$ cat config.mk
export PLATFORM = sky130hd
export DESIGN_NAME = voxel_redundancy_test_26_top_flat
export DESIGN_NICKNAME = d
export VERILOG_FILES = /design/src/vrt_pkg.sv /design/src/vrt_if.sv /design/src/voxel_redundancy_test_26_top.sv /design/src/vrt_eval.sv /design/src/flat_wrapper.sv
export SDC_FILE = /design/constraint.sdc
export NUM_CORES = 1
export LEC_CHECK = 0
export BUFFER_PORTS_ARGS = -buffer_cell sky130_fd_sc_hd__buf_2
export CORE_MARGIN = 4
export CORE_UTILIZATION = 35
export DETAILED_ROUTE_END_ITERATION = 6
export GPL_TIMING_DRIVEN = 0
export SLEW_MARGIN = 20
export SYNTH_ARGS = -nofsm -noshare
export SYNTH_HDL_FRONTEND = slang
export SYNTH_SLANG_ARGS = --single-unit
$ cat constraint.sdc
create_clock -name clk -period 7.1 [get_ports clk]
set_input_delay 1.065 -clock clk [delete_from_list [all_inputs] [get_ports clk]]
set_output_delay 1.065 -clock clk [all_outputs]
set_load 0.1 [all_outputs]
$ cat src/vrt_pkg.sv
// Types and constants shared by the voxel redundancy test block.
package vrt_pkg;

  // One 3x3 slice mask, bit row*3+col
  localparam int SLICE_W = 9;

  typedef logic [SLICE_W-1:0] slice_t;

endpackage

$ cat src/vrt_if.sv
// Valid/ready channel interfaces for neighborhood words and result words.
interface vrt_in_if import vrt_pkg::*; ();
  logic   valid;
  logic   ready;
  slice_t prev_slice;
  slice_t cur_slice;
  slice_t next_slice;

  modport source (output valid, output prev_slice, output cur_slice,
                  output next_slice, input ready);
  modport sink (input valid, input prev_slice, input cur_slice,
                input next_slice, output ready);
endinterface

interface vrt_out_if ();
  logic valid;
  logic ready;
  logic removable;

  modport source (output valid, output removable, input ready);
  modport sink (input valid, input removable, output ready);
endinterface

$ cat src/voxel_redundancy_test_26_top.sv
// Top level of the 3x3x3 voxel redundancy test.
// Takes one neighborhood word per clock while the output is not stalled and
// returns one removable word for each. A word is held in an input register,
// evaluated by a single pass of bit logic and caught in the result register,
// which drives the output; the input register takes a new word whenever it is
// empty or its word moves on, so the input keeps accepting while a result
// waits, until both registers are full.
module voxel_redundancy_test_26_top import vrt_pkg::*; (
  input logic      clk,
  input logic      rst,
  vrt_in_if.sink   vox_in,
  vrt_out_if.source res_out
);

  logic   s1_valid;
  slice_t s1_prev, s1_cur, s1_next;
  logic   s2_valid;
  logic   s2_removable;
  logic   s1_adv, s2_adv;
  logic   eval_removable;

  // Advance each stage when it is empty or its word moves on
  assign s2_adv       = !s2_valid || res_out.ready;
  assign s1_adv       = !s1_valid || s2_adv;
  assign vox_in.ready = s1_adv;

  vrt_eval u_eval (
    .prev_slice (s1_prev),
    .cur_slice  (s1_cur),
    .next_slice (s1_next),
    .removable  (eval_removable)
  );

  // Stage valid flags
  always_ff @(posedge clk) begin
    if (rst) begin
      s1_valid <= 1'b0;
      s2_valid <= 1'b0;
    end else begin
      if (s1_adv) s1_valid <= vox_in.valid;
      if (s2_adv) s2_valid <= s1_valid;
    end
  end

  // Capture input word and result word
  always_ff @(posedge clk) begin
    if (s1_adv && vox_in.valid) begin
      s1_prev <= vox_in.prev_slice;
      s1_cur  <= vox_in.cur_slice;
      s1_next <= vox_in.next_slice;
    end
    if (s2_adv && s1_valid) s2_removable <= eval_removable;
  end

  assign res_out.valid     = s2_valid;
  assign res_out.removable = s2_removable;

endmodule

$ cat src/vrt_eval.sv
// Combinational 26-neighborhood removability test of the center voxel.
module vrt_eval import vrt_pkg::*; (
  input  slice_t prev_slice,
  input  slice_t cur_slice,
  input  slice_t next_slice,
  output logic   removable
);

  // Count set bits among the eight non-center positions
  function automatic logic [3:0] nbr_count(input slice_t m);
    logic [3:0] n;
    n = 4'd0;
    for (int i = 0; i < SLICE_W; i++) begin
      if (i != 4) n = n + 4'(m[i]);
    end
    return n;
  endfunction

  // 2D 8-neighborhood redundancy test
  function automatic logic redundant8(input slice_t m);
    if (!m[4]) return 1'b0;
    if (nbr_count(m) <= 4'd1) return 1'b0;
    if (m[0] && !m[3] && !m[1]) return 1'b0;
    if (m[6] && !m[3] && !m[7]) return 1'b0;
    if (m[2] && !m[5] && !m[1]) return 1'b0;
    if (m[8] && !m[5] && !m[7]) return 1'b0;
    if (!m[3] && !m[5] && m[1] && m[7]) return 1'b0;
    if (!m[1] && !m[7] && m[3] && m[5]) return 1'b0;
    return 1'b1;
  endfunction

  // Outer slice fully connected through the union with the current slice
  function automatic logic complete_conn(input slice_t cu, input slice_t s);
    if (s[4]) return 1'b1;
    return redundant8(cu | s);
  endfunction

  // Outer slice partially connected: corner and edge rules
  function automatic logic partial_conn(input slice_t cu, input slice_t s);
    logic [3:0] ncur;
    logic       one;
    logic       e1, e2, e3, e4;
    ncur = nbr_count(cu);
    one  = (ncur == 4'd1);
    e1   = s[3];
    e2   = s[1];
    e3   = s[5];
    e4   = s[7];
    if (nbr_count(s) == 4'd0) return 1'b1;
    if (ncur == 4'd0) return 1'b0;
    if (s[4]) return 1'b1;
    // corners with no path into the current slice
    if (s[0] && !cu[0] && !cu[1] && !cu[3] && !s[1] && !s[3]) return 1'b0;
    if (s[2] && !cu[2] && !cu[1] && !cu[5] && !s[1] && !s[5]) return 1'b0;
    if (s[6] && !cu[6] && !cu[7] && !cu[3] && !s[7] && !s[3]) return 1'b0;
    if (s[8] && !cu[8] && !cu[7] && !cu[5] && !s[7] && !s[5]) return 1'b0;
    // adjacent edge pairs facing a lone opposite corner
    if (e1 && e2 && !e3 && !e4 && cu[8] && one) return 1'b0;
    if (!e1 && e2 && e3 && !e4 && cu[6] && one) return 1'b0;
    if (!e1 && !e2 && e3 && e4 && cu[0] && one) return 1'b0;
    if (e1 && !e2 && !e3 && e4 && cu[2] && one) return 1'b0;
    // opposite edge pairs across an empty side
    if (!e1 && e2 && !e3 && e4 && !cu[3] && !cu[5] &&
        ((!cu[0] && !cu[1] && !cu[2]) || (!cu[6] && !cu[7] && !cu[8]))) return 1'b0;
    if (e1 && !e2 && e3 && !e4 && !cu[1] && !cu[7] &&
        ((!cu[0] && !cu[3] && !cu[6]) || (!cu[2] && !cu[5] && !cu[8]))) return 1'b0;
    // single edge with its side of the current slice empty
    if (e1 && !e2 && !e3 && !e4 &&
        !cu[0] && !cu[1] && !cu[3] && !cu[6] && !cu[7]) return 1'b0;
    if (!e1 && e2 && !e3 && !e4 &&
        !cu[0] && !cu[1] && !cu[2] && !cu[3] && !cu[5]) return 1'b0;
    if (!e1 && !e2 && e3 && !e4 &&
        !cu[1] && !cu[2] && !cu[5] && !cu[7] && !cu[8]) return 1'b0;
    if (!e1 && !e2 && !e3 && e4 &&
        !cu[3] && !cu[5] && !cu[6] && !cu[7] && !cu[8]) return 1'b0;
    return 1'b1;
  endfunction

  logic [3:0] np, nc, nn;
  logic [4:0] ntotal;

  // Gate on center, neighbor totals, then the slice connection tests
  always_comb begin
    np     = nbr_count(prev_slice);
    nc     = nbr_count(cur_slice);
    nn     = nbr_count(next_slice);
    ntotal = 5'(np) + 5'(nc) + 5'(nn);
    if (!cur_slice[4] || ntotal < 5'd2 || nc == 4'd0) begin
      removable = 1'b0;
    end else begin
      removable = (complete_conn(cur_slice, prev_slice) &&
                   partial_conn(cur_slice, next_slice)) ||
                  (complete_conn(cur_slice, next_slice) &&
                   partial_conn(cur_slice, prev_slice));
    end
  end

endmodule

$ cat src/flat_wrapper.sv
// flat-port wrapper written by rule: the top's interface ports become plain ports
module voxel_redundancy_test_26_top_flat import vrt_pkg::*;
  (clk, rst, vox_in_valid, vox_in_prev_slice, vox_in_cur_slice, vox_in_next_slice, vox_in_ready, res_out_valid, res_out_removable, res_out_ready);
  vrt_in_if vox_in_i ();
  vrt_out_if res_out_i ();
  input logic clk;
  input logic rst;
  input wire logic [$bits(vox_in_i.valid)-1:0] vox_in_valid;
  input wire logic [$bits(vox_in_i.prev_slice)-1:0] vox_in_prev_slice;
  input wire logic [$bits(vox_in_i.cur_slice)-1:0] vox_in_cur_slice;
  input wire logic [$bits(vox_in_i.next_slice)-1:0] vox_in_next_slice;
  output wire logic [$bits(vox_in_i.ready)-1:0] vox_in_ready;
  output wire logic [$bits(res_out_i.valid)-1:0] res_out_valid;
  output wire logic [$bits(res_out_i.removable)-1:0] res_out_removable;
  input wire logic [$bits(res_out_i.ready)-1:0] res_out_ready;
  assign vox_in_i.valid = vox_in_valid;
  assign vox_in_i.prev_slice = vox_in_prev_slice;
  assign vox_in_i.cur_slice = vox_in_cur_slice;
  assign vox_in_i.next_slice = vox_in_next_slice;
  assign vox_in_ready = vox_in_i.ready;
  assign res_out_valid = res_out_i.valid;
  assign res_out_removable = res_out_i.removable;
  assign res_out_i.ready = res_out_ready;
  voxel_redundancy_test_26_top u_core (.clk(clk), .rst(rst), .vox_in(vox_in_i), .res_out(res_out_i));
endmodule
; Word-level counts from Yosys, hierarchy flattened
; Index checks and enable logic that the tools add are counted.
[word_totals]
reg_bits = 30
word_cells = 1104
input_bits = 31
[classes]
order_cmp = 3
n_addsub = 58
n_mux = 806
n_bitwise = 2
n_reduce_logical = 228
n_eq_ne = 1
[ops]
columns = operator, n
row1 = 2-to-1 mux 1 bit, 734
row2 = 2-to-1 mux 4 bit, 72
row3 = logical AND 1 bit, 190
row4 = adder 4 x 1 -> 4 bit, 47
row5 = zero test 1 bit, 27
row6 = OR 9 bit, 2
row7 = zero test 4 bit, 4
row8 = adder 3 x 1 -> 4 bit, 3
row9 = adder 2 x 1 -> 3 bit, 3
row10 = less-or-equal comparator 4 x 1 -> 1 bit (second input constant), 2
row11 = logical OR 1 bit, 7
row12 = adder 1 x 1 -> 2 bit, 3
row13 = adder 4 x 4 -> 5 bit, 1
row14 = adder 5 x 4 -> 5 bit, 1
row15 = < comparator 5 x 2 -> 1 bit (second input constant), 1
row16 = equality test 4 x 1 -> 1 bit (second input constant), 1

; Longest topological paths before layout
; Gate-level depths: netlist of run 1.
[logic_depth]
word_depth = 202
depth_mapped = 22
ltp_nobuf = 22

; Hierarchy
; A second synthesis of run 1 with hierarchy kept.
[unflattened]
cells_unflattened = 368
hier_area_um2 = 3828.7
[modules_own_cells]
columns = module, seq_area_each_um2, n_inst, area_each_um2, cells_each
row1 = vrt_eval, 0.0, 1, 2884.0, 330
row2 = voxel_redundancy_test_26_top, 880.8, 1, 944.7, 38

; Least setup slack after synthesis of run 1
; OpenSTA, ideal clock, no wires.
[synth_timing]
path_kind = register to register
start = register u_core.s1_cur[1]
end = register u_core.s2_removable (netlist: u_core.res_out.removable), data pin
path_stages_with_launch = 23
setup_ps = 263
t_arrival_ps = 5895
path_slack_ps = 942
synth_period_minus_slack_ps = 6158
path_buffers = 0
cell_sequence = edfxtp_1 > fa_1 > inv_1 > fa_1 > fa_1 > inv_1 > ha_1 > inv_1 > fa_1 > fa_1 > fa_1 > fa_1 > inv_1 > ha_1 > a21oi_1 > fa_1 > inv_1 > a21o_1 > a21oi_1 > xor2_1 > a41oi_1 > o21ai_0 > o22ai_1
[synth_via]
elab_chain_cells = 136
[synth_rtl]
columns = item, line
row1 = "start, declared", voxel_redundancy_test_26_top.sv:16  ; slice_t s1_prev, s1_cur, s1_next;
row2 = "start signal, assigned", voxel_redundancy_test_26_top.sv:49  ; s1_cur <= vox_in.cur_slice;
row3 = adder 4 x 1 -> 4 bit, vrt_eval.sv:14  ; if (i != 4) n = n + 4'(m[i]);
row4 = 2-to-1 mux 4 bit, vrt_eval.sv:88  ; if (!cur_slice[4] || ntotal < 5'd2 || nc == 4'd0) begin
row5 = adder 4 x 1 -> 4 bit, vrt_eval.sv:14
row6 = 2-to-1 mux 4 bit, vrt_eval.sv:88
row7 = adder 4 x 1 -> 4 bit, vrt_eval.sv:14
row8 = 2-to-1 mux 4 bit, vrt_eval.sv:88
row9 = adder 4 x 1 -> 4 bit, vrt_eval.sv:14
row10 = 2-to-1 mux 4 bit, vrt_eval.sv:88
row11 = (+120 left out), n/a
row12 = 2-to-1 mux 1 bit, vrt_eval.sv:55  ; if (s[6] && !cu[6] && !cu[7] && !cu[3] && !s[7] && !s[3]) return 1'b0;
row13 = 2-to-1 mux 1 bit, vrt_eval.sv:54  ; if (s[2] && !cu[2] && !cu[1] && !cu[5] && !s[1] && !s[5]) return 1'b0;
row14 = 2-to-1 mux 1 bit, vrt_eval.sv:53  ; if (s[0] && !cu[0] && !cu[1] && !cu[3] && !s[1] && !s[3]) return 1'b0;
row15 = 2-to-1 mux 1 bit, vrt_eval.sv:51  ; if (s[4]) return 1'b1;
row16 = 2-to-1 mux 1 bit, vrt_eval.sv:50  ; if (ncur == 4'd0) return 1'b0;
row17 = 2-to-1 mux 1 bit, vrt_eval.sv:88
row18 = logical AND 1 bit, vrt_eval.sv:91  ; removable = (complete_conn(cur_slice, prev_slice) &&
row19 = logical OR 1 bit, vrt_eval.sv:92  ; partial_conn(cur_slice, next_slice)) ||
row20 = "end signal, assigned", voxel_redundancy_test_26_top.sv:52  ; if (s2_adv && s1_valid) s2_removable <= eval_removable;
row21 = "end, declared", voxel_redundancy_test_26_top.sv:18  ; logic s2_removable;
; Several ways; a longest one is shown, not always the timed one. The select of a mux whose other input is x is not followed.
; A chain may end at the register's enable or synchronous reset.

; Worst setup path in the final report of run 1
[layout_timing]
start = register u_core.s1_cur[3]
end = register u_core.s2_removable (netlist: u_core.res_out.removable), data pin
[layout_via]
elab_chain_cells = 132
[layout_rtl]
columns = item, line
row1 = adder 4 x 1 -> 4 bit, vrt_eval.sv:14
row2 = 2-to-1 mux 4 bit, vrt_eval.sv:88
row3 = adder 4 x 1 -> 4 bit, vrt_eval.sv:14
row4 = 2-to-1 mux 4 bit, vrt_eval.sv:88
row5 = adder 4 x 1 -> 4 bit, vrt_eval.sv:14
row6 = 2-to-1 mux 4 bit, vrt_eval.sv:88
row7 = adder 4 x 1 -> 4 bit, vrt_eval.sv:14
row8 = 2-to-1 mux 4 bit, vrt_eval.sv:88
row9 = (+116 left out), n/a
row10 = 2-to-1 mux 1 bit, vrt_eval.sv:55
row11 = 2-to-1 mux 1 bit, vrt_eval.sv:54
row12 = 2-to-1 mux 1 bit, vrt_eval.sv:53
row13 = 2-to-1 mux 1 bit, vrt_eval.sv:51
row14 = 2-to-1 mux 1 bit, vrt_eval.sv:50
row15 = 2-to-1 mux 1 bit, vrt_eval.sv:88
row16 = logical AND 1 bit, vrt_eval.sv:91
row17 = logical OR 1 bit, vrt_eval.sv:92
; Several ways; a longest one is shown, not always the timed one. The select of a mux whose other input is x is not followed.

==> out/results.tsv, run 1 <==
metric	value	unit
footprint of the multi-input gates	2760	µm²
Largest stage delay, worst path	0.55	ns
drt first pass iters	4	
Clock Skew	0.00499	ns
Tightest Pin Transition	0.642	ns
clk_lat worst skew	0.28	ns
TritonCTS Buffers	5	
Reg power frac	19.0	%
Clock Tree Root	clkbuf_8	
number of buffers added on ports	33	
#FFs+latches synth	30	
EDFF count, synth	28	
Horiz. Die Dim	113	µm
Psw	510	µW
n_diodes	0	
Async SR Flop Fraction	0	%
CORE AREA	10500	µm²
Synth Warn #	0	
first-pass GRT wire length	13.4	mm
DRT Wirelength	7.90	mm
top_reg_cell synth	edfxtp_1	
Critical Path Start	u_core.s1_cur[3]	
critical-path cell list	fa_1 > inv_1 > fa_1 > fa_1 > inv_1 > ha_1 > inv_1 > fa_1 > fa_1 > fa_1 > fa_1 > inv_1 > ha_1 > a21oi_1 > fa_1 > inv_1 > a21o_1 > a21oi_1 > xor2_1 > a41oi_1 > o21ai_0 > o22ai_1	
Synth cell types	54	
largest family of logic cells by synthesized area	adder cells	
layout cells sized above 1	12.3	%
Max Fclk	149	MHz
min-delay src	u_core.s1_valid	
pwr dens	279	nW/µm²
fin crit share	94.3	%
post-DP HPWL	6.53	mm
final setup violation count	0	
post-placement cell area	4180	µm²
Fin Setup TNS	0	ns
final hold vios	0	
Seq. cell area	881	µm²
WP data required	7.20	ns
Tot GR Track Use	12.7	%
Die ar.	12700	µm²
vias in the first global route	2864	
syn_nets	507	
Critical Setup Path Class	reg2reg	
Clock Sinks	30	
clock network power share	13.4	%
Top Ports	34	
Comb pwr share	67.6	%
DIE HEIGHT	113	µm
std cell rows	37	
total number of vias	2823	
CP arrival	6.80	ns
ranking of synthesized cells by area	ha_1 23%, edfxtp_1 22%, fa_1 13%, inv_1 4.5%, xnor2_1 4.3%	
Reg clk slew, reported paths	0.06	ns
antenna-violating nets left	0	
grt ovf	0	
Final Max Tran Viols	0	
H-tree depth	2	
CTS Buffer Depth	2	
register area share after synthesis	22.9	%
cell with the largest stage delay on the worst path	fa_1	
Mapped Cells	379	
WHS	0.524	ns
Final nets	550	
switch share	42.4	%
Hold Path Class	reg2reg	
most frequent cells in the layout	72 x ha_1, 46 x inv_1, 34 x buf_2	
cell-internal power	691	µW
# Max-Cap Violations	0	
synthesis-to-layout area growth	12.2	%
Post-Synth Adder-Cell Area	36.5	%
Worst Path Max Fanout	6	
Lkg Pwr	0.00194	µW
Post-Synth Simple-Gate Area	14.2	%
Slew HR	57.2	%
Cell Area, Synth	3840	µm²
commonest non-fill, non-tap cell in the layout	ha_1	
Fillers	998	
Mean Syn Cell Area	10.1	µm²
final core occ	41.0	%
Initial Util	36.5	%
Placer Congestion	0.871	
Top cell by count, worst path	fa_1	
initial antenna violation count	0	
post-synthesis mux area share	0.847	%
routed len/inst	14.1	µm
initial drt markers	117	
area share of the largest cell type after synthesis	23.5	%
status	completed	
final instance area	4310	µm²
R2R Path Start	u_core.s1_cur[3]	
largest net degree at the start of global routing	28	
RSZ-0062 raised after global routing	false	
Synth Area in Compound Gates	8.83	%
min Tclk post-route	6.70	ns
Peak VDD IR	0.152	mV
# DRC	0	
XOR/XNOR Fraction of Synth Area	11.6	%
startpoint types	register	
Synth area leader	ha_1	
Via density	5.05	
CTS tree	done	
Worst setup EP type	register	
## critical path, delay by kind of cell (launching register included)
| kind | cells | cell delay [ns] |
|---|---|---|
| buffers and inverters | 5 | 0.25 |
| adders and majority gates | 10 | 4.36 |
| AOI/OAI and AO/OA | 6 | 1.29 |
| xor gates and xnor gates | 1 | 0.09 |
| DFF | 1 | 0.54 |
## kinds of logic (layout without fill, tap and decap cells)
kind of cell,Yosys count,in the layout
simple gates,109,109
fa+ha+maj,97,97
buf+inv,52,96
compound gates,48,48
xor+xnor,40,40
flops,30,30
mux,3,3
## cell usage after synthesis, types with 2 or more instances
cell type and count:
a22oi_1 4, nand3b_1 2, mux2_2 2, nor2b_1 5
nand2_1 22, o41ai_1 3, o31ai_1 2, inv_1 46
nor2_1 23, nor3b_1 3, clkbuf_1 4, fa_1 25
a221oi_1 3, a21oi_1 9, o22ai_1 2, ha_1 72
o21bai_1 4, or2_1 7, xor3_1 2, nor3_1 10
xnor3_1 3, o21ai_0 4, xnor2_1 19, a31oi_1 5
xor2_1 14, or3_1 4, and2_1 3, a32oi_1 2
or4_1 2, edfxtp_1 28, nor4_1 2, dfxtp_1 2
nand3_1 20
## cell type report
class                           count  share of cell area [%]
Clock buffer                        8                    2.56
Timing Repair Buffer               36                    4.36
Sequential cell                    30                    20.4
Buffer                              5                   0.465
Tap cell                          136                    3.95
Multi-Input combinational cell    297                    64.1
Inverter                           47                    4.09
## per-layer routing
layer	up-vias	share of wire, %	global-route usage (%)	wire length, µm
li1	1418	-	-	-
met1	1322	46	17.1	3620
met2	79	48	21.9	3820
met3	4	5.3	2.03	415
met4	0	0.51	2.48	40
met5	-	0	0	0
## metrics by stage
| step | setup WS [ns] | power [µW] | std cells |
|---|---|---|---|
| 2_1_floorplan | 0.942 | 883 | 379 |
| 3_3_place_gp | 0.378 | 1020 | 548 |
| 3_5_place_dp | 0.305 | 1050 | 548 |
| 4_1_cts | 0.294 | 1220 | 556 |
| 5_1_grt | 0.0838 | 1330 | 559 |
| 6_report | 0.404 | 1200 | 559 |
## what timing repair did
action / in CTS / in global routing
hold buffers: 0 / 0
resized for setup: 0 / 0
setup endpoints to repair: 0 / 1
setup buffers: 0 / 3
## registers in the layout, summed over array words and instances (netlist names)
signal and cells:
u_core.s1_prev 9, u_core.s1_cur 9, u_core.res_out.valid 1, u_core.s1_next 9
u_core.s1_valid 1, u_core.res_out.removable 1
## path summary, 6_finish.rpt
| kind | to | slack, ns | cells past startpoint |
|---|---|---|---|
| max | u_core.res_out.removable | 0.40 | 22 |
| min | u_core.res_out.valid | 0.52 | 2 |
| max reg2reg | u_core.res_out.removable | 0.40 | 22 |
| min reg2reg | u_core.res_out.valid | 0.52 | 2 |
## power by group through the flow
| stage | clock [µW] | sequential (µW) | combinational [µW] |
|---|---|---|---|
| global placement | 0 | 232 | 786 |
| finish | 161 | 228 | 812 |
| detailed placement | 0 | 232 | 814 |
| CTS | 165 | 229 | 821 |
| floorplan | 0 | 247 | 636 |
| global route | 173 | 230 | 932 |
Note: power is estimated with default switching activity, not from simulation.
==> inputs of run 2 (changes only) <==
--- a/config.mk
+++ b/config.mk
@@ -5,6 +5,7 @@
 export SDC_FILE = /design/constraint.sdc
 export NUM_CORES = 1
 export LEC_CHECK = 0
+export ABC_AREA = 1
 export BUFFER_PORTS_ARGS = -buffer_cell sky130_fd_sc_hd__buf_2
 export CORE_MARGIN = 4
 export CORE_UTILIZATION = 35
==> constraint.sdc (replaced) <==
create_clock -name clk -period 7.95 [get_ports clk]
set_input_delay 1.1925 -clock clk [delete_from_list [all_inputs] [get_ports clk]]
set_output_delay 1.1925 -clock clk [all_outputs]
set_load 0.1 [all_outputs]
==> run 2 against run 1 <==
Worst setup slack better by 1.1 ns. Fmax up 3.9%. Synthesized cell count up 20%. Global-route usage up 1.2 points. First-iteration DRC count up 140%. Sequential share of layout area down 0.18 points. Via count up 13%. Largest cell class unchanged. Largest power group unchanged.
==> out/results.tsv, run 2 <==
metric	value	unit	change
Top Ports	34		unchanged
gr busiest metal	met2		
H-tree depth	2		unchanged
initial antenna violation count	0		unchanged
Psw	474	µW	-6.9%
top_reg_cell synth	edfxtp_1		
Final Max Tran Viols	0		unchanged
area share of the largest cell type after synthesis	23.0	%	-0.51 points
TritonCTS Buffers	5		unchanged
first-pass GRT wire length	14.9	mm	+11%
Reg power frac	19.8	%	+0.8 points
Hold Path Class	reg2reg		
largest family of logic cells by synthesized area	adder cells		
# Max-Cap Violations	0		unchanged
Synth cell types	36		-33%
CP Buf/Inv Count	4		-1
Lkg Pwr	0.00207	µW	+6.4%
RR Endpoint	u_core.res_out.removable		
cell with the largest stage delay on the worst path	fa_1		
largest net degree at the start of global routing	28		unchanged
most common cell in the netlist	nand2_1		
met3 usage	1.91	%	-0.12 points
n_diodes	0		unchanged
end point of the critical path	u_core.res_out.removable		
#FFs+latches synth	30		unchanged
GRT met2 Usage	24.3	%	+2.4 points
Largest stage delay, worst path	0.60	ns	+0.05 ns
total number of vias	3182		+13%
XOR/XNOR Fraction of Synth Area	6.82	%	-4.7 points
critical-path cell list	fa_1 > inv_1 > fa_1 > fa_1 > inv_1 > ha_1 > inv_1 > fa_1 > fa_1 > fa_1 > fa_1 > inv_1 > ha_1 > a21oi_1 > fa_1 > nor2_1 > o21ai_0 > nand2_1 > xnor2_1 > o2111ai_1 > o311ai_0 > a21oi_2		
cell-internal power	557	µW	-19%
grt ovf	0		unchanged
Max Fclk	155	MHz	+3.9%
most frequent cells in the layout	81 x nand2_1, 72 x inv_1, 72 x ha_1		
Final nets	624		+13%
Reg clk slew, reported paths	0.06	ns	about the same
fin crit share	81.1	%	-13 points
initial drt markers	284		+140%
Worst setup EP type	register		
WP depth	22		unchanged
Synth Area in Compound Gates	5.71	%	-3.1 points
final instance area	4350	µm²	+0.87%
Clock Skew	0.00347	ns	-0.00152 ns
Fin Setup TNS	0	ns	unchanged
Peak VDD IR	0.243	mV	+60%
RSZ-0062 raised after global routing	false		
DRT Wirelength	8.48	mm	+7.3%
DIE HEIGHT	114	µm	+1.0%
register area share after synthesis	22.4	%	-0.50 points
Critical Path Start	u_core.s1_cur[0]		
Slew HR	32.9	%	-24 points
R2R Path Start	u_core.s1_cur[0]		
post-CTS setup buffer count	0		unchanged
top flop regs	u_core.s1_cur x9, u_core.s1_next x9, u_core.s1_prev x9		
WP data required	7.96	ns	+0.76 ns
ranking of synthesized cells by area	ha_1 23%, edfxtp_1 21%, fa_1 13%, nand2_1 7.7%, inv_1 6.9%		
Hold-fix buffers, CTS	0		unchanged
most frequent cells after synthesis	81 x nand2_1, 72 x ha_1, 72 x inv_1		
Worst Reg-to-Reg Cells	22		unchanged
# DRC	0		unchanged
Mean Syn Cell Area	8.61	µm²	-15%
startpoint types	register		
std cell rows	38		+2.7%
synthesis-to-layout area growth	10.7	%	
antenna-violating nets left	0		unchanged
pwr dens	237	nW/µm²	-15%
CP arrival	6.46	ns	-0.34 ns
number of buffers added on ports	33		unchanged
Post-Synth Adder-Cell Area	35.7	%	-0.79 points
Via density	5.00		-1.1%
Synth Warn #	0		unchanged
Clock Tree Root	clkbuf_8		
Placer Congestion	0.925		+6.2%
CTS tree	done		
Clock Sinks	30		unchanged
CP delay by family, top	adder cells		
final setup violation count	0		unchanged
Fillers	1078		+8.0%
min Tclk post-route	6.45	ns	-0.249 ns
vias in the first global route	3342		+17%
min-delay src	u_core.s1_valid		
post-DP HPWL	7.23	mm	+11%
Top cell by count, worst path	fa_1		
clk_lat worst skew	0.27	ns	about the same
Critical Setup Path Class	reg2reg		
Async SR Flop Fraction	0	%	unchanged
commonest non-fill, non-tap cell in the layout	nand2_1		
CORE AREA	10900	µm²	+3.6%
post-synthesis mux area share	0	%	-0.85 points
clock network power share	11.0	%	-2.4 points
number of gates resized after cts	0		unchanged
Cell Area, Synth	3930	µm²	+2.2%
Post-Synth Simple-Gate Area	22.4	%	+8.2 points
Initial Util	36.0	%	-0.49 points
syn_nets	584		+15%
drt first pass iters	5		+1
final hold vios	0		unchanged
post-placement cell area	4270	µm²	+2.1%
FF-to-FF setup slack	1.50	ns	+1.10 ns
Horiz. Die Dim	114	µm	+1.0%
Worst Path Max Fanout	8		+2
Tightest Pin Transition	1.01	ns	+0.364 ns
Mapped Cells	456		+20%
routed len/inst	13.3	µm	-5.8%
layout cells sized above 1	10.3	%	-2.0 points
EDFF count, synth	28		unchanged
Die ar.	13000	µm²	+2.1%
met1 Use GR	17.9	%	+0.79 points
status	completed		
Comb pwr share	69.3	%	+1.7 points
Synth area leader	ha_1		
CTS Buffer Depth	2		unchanged
Tot GR Track Use	13.9	%	+1.2 points
switch share	46.0	%	+3.6 points
run 2: cell types whose count changed after synthesis, sizes merged, moves of 10 or more:
cell / change
nand4: +17
xnor2: -10
nand2: +62
nand3: +18
inv: +25
nor2: +17
run 2: area by class of cell:
cell class | instances | area (µm²) | share of cell area, %
well taps | 140 | 175 | 4.03
multi-input cells | 354 | 2770 | 63.8
clock buffers | 6 | 72.6 | 1.67
clock inverters | 2 | 8.76 | 0.201
flip-flops and latches | 30 | 881 | 20.3
inverters | 72 | 270 | 6.22
repair buffers | 33 | 165 | 3.80
run 2: cell families after synthesis:
kind of cell / after synthesis
adder cells (fa/ha/maj): 97
AO/OA/AOI/OAI: 36
flip-flops: 30
AND/OR/NAND/NOR: 196
XOR/XNOR: 25
buffers and inverters: 72
run 2: worst min-delay path by stage:
stage,to,slack (ns),depth (start not counted)
4_1_cts,u_core.res_out.valid,0.49,2
3_5_place_dp,u_core.res_out.valid,0.48,2
3_3_place_gp,u_core.res_out.valid,0.46,2
5_1_grt,u_core.res_out.valid,0.51,2
6_report,u_core.res_out.valid,0.48,2
2_1_floorplan,u_core.res_out.valid,0.44,2
run 2: worst register-to-register path: cells and delay by family (launching register included):
family | cells | cell delay (ns)
AO/OA/AOI/OAI | 5 | 0.54
XOR/XNOR | 1 | 0.11
adder cells (fa/ha/maj) | 10 | 4.52
buffers and inverters | 4 | 0.21
flip-flops | 1 | 0.59
AND/OR/NAND/NOR | 2 | 0.22
run 2: routing by layer:
layer	part of all wire (%)	wire length [µm]
met1	46	3870
met2	49	4140
met3	4.4	373
met4	1.1	91
met5	0	0
run 2: per-stage QoR:
step	hold slack, ns	util (%)	instances	total power, µW	setup slack, ns
5_1_grt	0.507	39.9	637	1160	1.13
2_1_floorplan	0.445	-	456	786	1.91
6_report	0.483	39.9	637	1030	1.50
4_1_cts	0.486	39.9	637	1050	1.48
3_3_place_gp	0.462	39.2	629	904	1.51
3_5_place_dp	0.478	39.2	629	926	1.48
run 2: power groups by stage:
stage                     registers, µW  clock network [µW]  logic [µW]
after floorplan                     214                   0         572
after global placement              207                   0         696
after detailed placement            207                   0         719
after CTS                           204                 116         726
after global routing                206                 124         833
final                               204                 113         714
